[src/hw/rtl/tfu_pkg.sv]
// ----------------------------------------------------------------------------
// tfu_pkg
// Source format codes, the result type and the channel widening helpers
// shared by the texel format unpacker.
// ----------------------------------------------------------------------------
package tfu_pkg;

	typedef enum logic [3:0] {
		FMT_A8       = 4'd0,
		FMT_I8       = 4'd1,
		FMT_A4I4     = 4'd2,
		FMT_P8       = 4'd3,
		FMT_RGB565   = 4'd4,
		FMT_ARGB1555 = 4'd5,
		FMT_ARGB4444 = 4'd6,
		FMT_AI88     = 4'd7,
		FMT_ARGB8888 = 4'd8,
		FMT_CMP      = 4'd9
	} fmt_t;

	typedef struct packed {
		logic [31:0] argb_word;
		logic        format_error;
	} tfu_result_t;

	function automatic logic [7:0] widen4(input logic [3:0] n);
		return {n, n};
	endfunction

	function automatic logic [7:0] widen5(input logic [4:0] n);
		return {n, n[4:2]};
	endfunction

	function automatic logic [7:0] widen6(input logic [5:0] n);
		return {n, n[5:4]};
	endfunction

endpackage

[src/hw/rtl/tfu_if.sv]
// ----------------------------------------------------------------------------
// tfu_if
// Valid/ready channels of the texel format unpacker: raw texels in,
// expanded ARGB8888 words out.
// ----------------------------------------------------------------------------
interface tfu_in_if;
	logic        valid;
	logic        ready;
	logic [31:0] raw_texel;

	modport source (output valid, output raw_texel, input ready);
	modport sink (input valid, input raw_texel, output ready);
endinterface

interface tfu_out_if;
	logic        valid;
	logic        ready;
	logic [31:0] argb_word;
	logic        format_error;

	modport source (output valid, output argb_word, output format_error, input ready);
	modport sink (input valid, input argb_word, input format_error, output ready);
endinterface

[src/hw/rtl/tfu_expand.sv]
// ----------------------------------------------------------------------------
// tfu_expand
// Combinational expansion of one texel in the selected source format into
// an ARGB8888 word, with an error flag for palette, compressed and undefined formats.
// ----------------------------------------------------------------------------
module tfu_expand (
	input  tfu_pkg::fmt_t        fmt,
	input  logic [31:0]          raw,
	output tfu_pkg::tfu_result_t res
);
	import tfu_pkg::*;

	logic [7:0]  b8;
	logic [15:0] h16;

	assign b8  = raw[7:0];
	assign h16 = raw[15:0];

	always_comb begin
		res.argb_word    = '0;
		res.format_error = 1'b0;
		unique case (fmt)
			FMT_A8, FMT_I8: begin
				res.argb_word = {b8, b8, b8, b8};
			end
			FMT_A4I4: begin
				res.argb_word = {widen4(b8[7:4]), widen4(b8[3:0]),
					widen4(b8[3:0]), widen4(b8[3:0])};
			end
			FMT_RGB565: begin
				res.argb_word = {8'hff, widen5(h16[15:11]), widen6(h16[10:5]),
					widen5(h16[4:0])};
			end
			FMT_ARGB1555: begin
				res.argb_word = {{8{h16[15]}}, widen5(h16[14:10]), widen5(h16[9:5]),
					widen5(h16[4:0])};
			end
			FMT_ARGB4444: begin
				res.argb_word = {widen4(h16[15:12]), widen4(h16[11:8]),
					widen4(h16[7:4]), widen4(h16[3:0])};
			end
			FMT_AI88: begin
				res.argb_word = {h16[15:8], h16[7:0], h16[7:0], h16[7:0]};
			end
			FMT_ARGB8888: begin
				res.argb_word = raw;
			end
			default: begin
				res.argb_word    = '0;
				res.format_error = 1'b1;
			end
		endcase
	end

endmodule

[src/hw/rtl/texel_format_unpack_argb8888.sv]
// ----------------------------------------------------------------------------
// texel_format_unpack_argb8888
// An accepted texel is captured in the input register, then expanded into the
// result register. Throughput is one item per cycle; the two registers form a
// two-stage pipeline that stalls only on output back-pressure.
// Reset clears both stage valids and sets the source format to ARGB8888.
// ----------------------------------------------------------------------------
module texel_format_unpack_argb8888 (
	input  logic        clk,
	input  logic        arst_n,
	input  logic        cfg_we,
	input  logic [3:0]  cfg_wdata,
	tfu_in_if.sink      texel_in,
	tfu_out_if.source   argb_out
);
	import tfu_pkg::*;

	fmt_t        fmt_q;
	logic        valid_s1;
	logic [31:0] raw_s1;
	logic        valid_s2;
	tfu_result_t res_s2;
	tfu_result_t res_c;
	logic        adv_s1;

	assign adv_s1         = !valid_s2 || argb_out.ready;
	assign texel_in.ready = !valid_s1 || adv_s1;

	always_ff @(posedge clk or negedge arst_n) begin
		if (!arst_n) begin
			fmt_q <= FMT_ARGB8888;
		end else if (cfg_we) begin
			fmt_q <= fmt_t'(cfg_wdata);
		end
	end

	always_ff @(posedge clk or negedge arst_n) begin
		if (!arst_n) begin
			valid_s1 <= 1'b0;
			valid_s2 <= 1'b0;
		end else begin
			if (texel_in.ready) begin
				valid_s1 <= texel_in.valid;
			end
			if (adv_s1) begin
				valid_s2 <= valid_s1;
			end
		end
	end

	always_ff @(posedge clk) begin
		if (texel_in.valid && texel_in.ready) begin
			raw_s1 <= texel_in.raw_texel;
		end
		if (valid_s1 && adv_s1) begin
			res_s2 <= res_c;
		end
	end

	tfu_expand u_expand (
		.fmt (fmt_q),
		.raw (raw_s1),
		.res (res_c)
	);

	assign argb_out.valid        = valid_s2;
	assign argb_out.argb_word    = res_s2.argb_word;
	assign argb_out.format_error = res_s2.format_error;

endmodule

[src/flat_wrapper.sv]
// flat-port wrapper written by rule: the top's interface ports become plain ports
module texel_format_unpack_argb8888_flat import tfu_pkg::*;
  (clk, arst_n, cfg_we, cfg_wdata, texel_in_valid, texel_in_raw_texel, texel_in_ready, argb_out_valid, argb_out_argb_word, argb_out_format_error, argb_out_ready);
  tfu_in_if texel_in_i ();
  tfu_out_if argb_out_i ();
  input  logic clk;
  input  logic arst_n;
  input  logic cfg_we;
  input  logic [3:0] cfg_wdata;
  input wire logic [$bits(texel_in_i.valid)-1:0] texel_in_valid;
  input wire logic [$bits(texel_in_i.raw_texel)-1:0] texel_in_raw_texel;
  output wire logic [$bits(texel_in_i.ready)-1:0] texel_in_ready;
  output wire logic [$bits(argb_out_i.valid)-1:0] argb_out_valid;
  output wire logic [$bits(argb_out_i.argb_word)-1:0] argb_out_argb_word;
  output wire logic [$bits(argb_out_i.format_error)-1:0] argb_out_format_error;
  input wire logic [$bits(argb_out_i.ready)-1:0] argb_out_ready;
  assign texel_in_i.valid = texel_in_valid;
  assign texel_in_i.raw_texel = texel_in_raw_texel;
  assign texel_in_ready = texel_in_i.ready;
  assign argb_out_valid = argb_out_i.valid;
  assign argb_out_argb_word = argb_out_i.argb_word;
  assign argb_out_format_error = argb_out_i.format_error;
  assign argb_out_i.ready = argb_out_ready;
  texel_format_unpack_argb8888 u_core (.clk(clk), .arst_n(arst_n), .cfg_we(cfg_we), .cfg_wdata(cfg_wdata), .texel_in(texel_in_i), .argb_out(argb_out_i));
endmodule
[config.mk]
export PLATFORM = sky130hd
export DESIGN_NAME = texel_format_unpack_argb8888_flat
export DESIGN_NICKNAME = d
export VERILOG_FILES = /design/src/hw/rtl/tfu_pkg.sv /design/src/hw/rtl/tfu_if.sv /design/src/hw/rtl/tfu_expand.sv /design/src/hw/rtl/texel_format_unpack_argb8888.sv /design/src/flat_wrapper.sv
export SDC_FILE = /design/constraint.sdc
export NUM_CORES = 1
export LEC_CHECK = 0
export BUFFER_PORTS_ARGS = -buffer_cell sky130_fd_sc_hd__buf_2
export CELL_PAD_IN_SITES_DETAIL_PLACEMENT = 1
export CELL_PAD_IN_SITES_GLOBAL_PLACEMENT = 1
export CORE_ASPECT_RATIO = 1.2
export CORE_MARGIN = 5
export CORE_UTILIZATION = 43
export CTS_CLUSTER_SIZE = 25
export DETAILED_ROUTE_END_ITERATION = 7
export GPL_TIMING_DRIVEN = 0
export PLACE_DENSITY = 0.91
export SYNTH_ARGS = -nofsm -noshare
export SYNTH_HDL_FRONTEND = slang
export SYNTH_HIERARCHICAL = 1
export SYNTH_SLANG_ARGS = --single-unit
export TNS_END_PERCENT = 100
[constraint.sdc]
create_clock -name clk -period 1.85 [get_ports clk]
set_input_delay 0.2775 -clock clk [delete_from_list [all_inputs] [get_ports clk]]
set_output_delay 0.2775 -clock clk [all_outputs]
set_load 0.03 [all_outputs]
==> results by group <==
Drt
  • WL met2: 5620 µm
  • Final ANT Viol Nets: 0
  • Iteration-0 DRC Markers: 237
  • Wirelength per Cell: 22.7 µm
  • Wirelength, routed: 10800 µm
  • Met3 wire length: 689 µm
  • Vias: 2843
  • DRT Pass-1 Iters: 4
  • Vias/cell: 5.97
  • Top Metal Used: met4
  • Metal-1 WL: 4160 µm
  • Post-route DRC: 0

Min path
  • Hold path endpoint: u_core/raw_s1[29]
  • Worst hold start: texel_in_raw_texel[29]
  • Hold Path Stages: 1
  • Hold Crit Class: in -> reg

Place
  • Placed inst area: 3990 µm²
  • GPL Wtd Cong: 0.939
  • Cell count after placement: 458
  • Port Buffers: 75
  • Final HPWL DP: 7840 µm
  • Pre-CTS setup slack: -114 ps

STA
  • Final Max Tran Viols: 0
  • Fmax: 555 MHz
  • Worst setup slack after layout: 46.7 ps
  • Clk_skew: 8.36 ps
  • Setup violators final: 0
  • Final Hold Viols: 0
  • Fin crit share: 97.5%
  • Slew headroom: 44.9%
  • Least-Margin Pin Slew: 826 ps
  • Hold WS: 87.5 ps
  • Final worst path period need: 1800 ps
  • RSZ-0062 raised after global routing: true

Worst setup path
  • CP startpoint kind: flip-flop
  • Worst R2R Setup Slack: 50 ps
  • Worst r2r path cells: 5
  • Worst Path Buf+Inv: 1
  • CP endpoint kind: flip-flop
  • Worst Path Required: 2020 ps
  • Crit path cell chain: nand2b_1, nor3_4, clkbuf_4, nand2_1, o2111ai_1
  • Critical path depth: 5
  • Crit path DAT: 1970 ps
  • FF-to-FF Start: u_core/fmt_q[2]
  • RR Endpoint: u_core/argb_out.argb_word[24]
  • Slowest CP cell: dfrtp_1
  • Worst-path fanout max: 10
  • Slowest stage delay, CP: 470 ps
  • Kind of critical path: reg -> reg
  • Cell family with most CP delay: simple AND/OR/NAND/NOR gates

Clocking
  • TritonCTS Sinks: 71
  • TritonCTS Buffers: 9
  • Root Driver: clkbuf_8
  • Maximum level of the CTS H-tree: 3
  • Clock slew at reported path FFs: 80 ps
  • CTS tree: built
  • Clock buffer depth: 2
  • Clock Latency Late Sink: 360 ps

Power and ir drop
  • Net Switching: 1.31 mW
  • Part of the power in registers: 48.4%
  • Pint: 2.90 mW
  • P_leak: 1.70 nW
  • Clock Power Share: 28.3%
  • Comb pwr share: 23.3%
  • Pwr/cell area: 999 nW/µm²
  • Sw frac: 31.2%
  • Worst VDD drop: 599 µV

Floorplanning
  • Core ar.: 8020 µm²
  • Row count: 36
  • DIE WIDTH: 92.2 µm
  • I/O pin count: 76
  • Die H: 109 µm
  • Die area: 10000 µm²
  • Initial Util: 43.5%

Synth
  • Largest area contributor in the netlist: edfxtp_1
  • Netlist cell types: 52
  • Net Count, Synth: 329
  • Post-Syn Area: 3490 µm²
  • Top cells by area, synth: edfxtp_1, nand2_1, dfrtp_1, a221o_1, mux2_2
  • Yosys top cell area share: 56.0%
  • Top_reg_cell synth: edfxtp_1
  • Avg Inst Size Synth: 12.1 µm²
  • Sequential share of the synthesized area: 60.3%
  • Yosys reg bits: 71
  • Synthesized instance count: 288
  • Async set-reset flop share out of synthesis: 8.45%
  • Number of synthesized flops with an enable pin: 65
  • Yosys warns: 6

Global route
  • GRT Total Usage: 22.4%
  • Largest net degree at the start of global routing: 34
  • Initial antenna violation count: 0
  • Vias in the first global route: 3014
  • First-pass GRT wire length: 16600 µm
  • Total grt overflow: 0

Run status
  • Outcome: completed

Layout
  • Nets: 417
  • Design area: 4220 µm²
  • Share of cells above drive strength 1: 34.1%
  • Fillers: 894
  • Syn-to-layout area delta: 20.9%
  • # diodes: 0
  • Final std cells w/o fill: 476
  • Final core utilization: 52.6%

Run
  • Max Cap Viol: 0
-- Yosys cell counts (all sizes together) (4+ instances only) --
master  number
nor2         8
a221o       10
nor2b        6
a21oi       14
nand2       38
edfxtp      65
dfrtp        5
a211o        4
buf         19
mux2         7
inv          8
o22ai        4
a22o         7
nand4        7
a31oi        5
a22oi        4
o21ai       16
nand2b       7
nand3       15
-- state kept, by name, indices dropped and copies added (netlist names) --
name	flops
u_core/argb_out.argb_word	32
u_core/valid_s1	1
u_core/argb_out.valid	1
u_core/raw_s1	32
u_core/argb_out.format_error	1
u_core/fmt_q	4
-- worst max-delay path by stage --
stage                         start                       endpoint  slack, ps
finish              u_core/fmt_q[2]  u_core/argb_out.argb_word[24]         50
floorplan           u_core/fmt_q[3]  u_core/argb_out.argb_word[27]        210
global route        u_core/fmt_q[3]  u_core/argb_out.argb_word[31]         -4
global placement    u_core/fmt_q[3]   u_core/argb_out.argb_word[2]       -100
detailed placement  u_core/fmt_q[2]  u_core/argb_out.argb_word[24]       -110
CTS                 u_core/fmt_q[2]  u_core/argb_out.argb_word[24]          6
-- through the flow --
stage	power, mW	setup TNS (ps)
2_1_floorplan	2.70	0
3_3_place_gp	2.99	-860
3_5_place_dp	3.03	-1300
4_1_cts	4.24	0
5_1_grt	4.40	-3.62
6_report	4.21	0
-- area by class of cell --
class	instances	area, µm²	area share, %
Clock buffer	9	124	2.94
Multi-Input combinational cell	186	1220	28.9
Inverter	9	35.0	0.831
Sequential cell	71	2100	49.9
Tap cell	95	119	2.82
Timing Repair Buffer	77	393	9.32
Clock inverter	7	63.8	1.51
Buffer	22	160	3.80
-- power groups by stage --
stage / clock network (mW) / registers, mW / logic (mW)
finish: 1.19 / 2.04 / 0.981
global route: 1.30 / 2.05 / 1.05
CTS: 1.23 / 2.04 / 0.974
detailed placement: 0 / 2.07 / 0.961
global placement: 0 / 2.06 / 0.927
floorplan: 0 / 2.24 / 0.466
-- cells by family after synthesis --
kind of cell	Yosys count	share of synthesized area, %
flip-flops	71	60.3
AND/OR/NAND/NOR	92	14.1
XOR/XNOR	1	0.251
buffers and inverters	31	5.16
AO/OA/AOI/OAI	83	17.0
multiplexers	10	3.12
-- layout by cell type, fill, tap and decap left out, types with 3 or more instances in the layout --
master,synthesis,final
clkinv_2,0,3
nand2b_1,7,7
a32oi_1,3,3
dfrtp_1,5,4
a22oi_1,4,4
buf_6,5,7
nand4_1,7,7
buf_2,9,83
a31oi_1,5,5
a22o_1,7,7
a21oi_1,14,13
nand3_1,15,15
inv_1,7,7
o22ai_1,3,3
a221o_1,10,10
buf_4,4,4
mux2_2,7,7
nand2_1,38,38
a211o_1,4,4
clkbuf_1,3,3
edfxtp_1,65,65
nor2b_1,5,5
mux2i_1,3,3
clkbuf_8,0,9
o21ai_0,15,15
nor2_1,8,8
-- metal layers --
layer,GRT usage [%],up-vias
li1,-,1285
met1,26.3,1412
met2,38.7,122
met3,5.11,24
met4,11.5,0
met5,0,-
-- repair_timing --
item                                    CTS  global route
endpoints found under the setup margin   26            12
hold endpoints to repair                  6             0
setup buffers                             1             0
hold buffers                              1             0
pin swaps                                 1             0
resized for setup                         4             5
(Power assumes the default switching activity.)
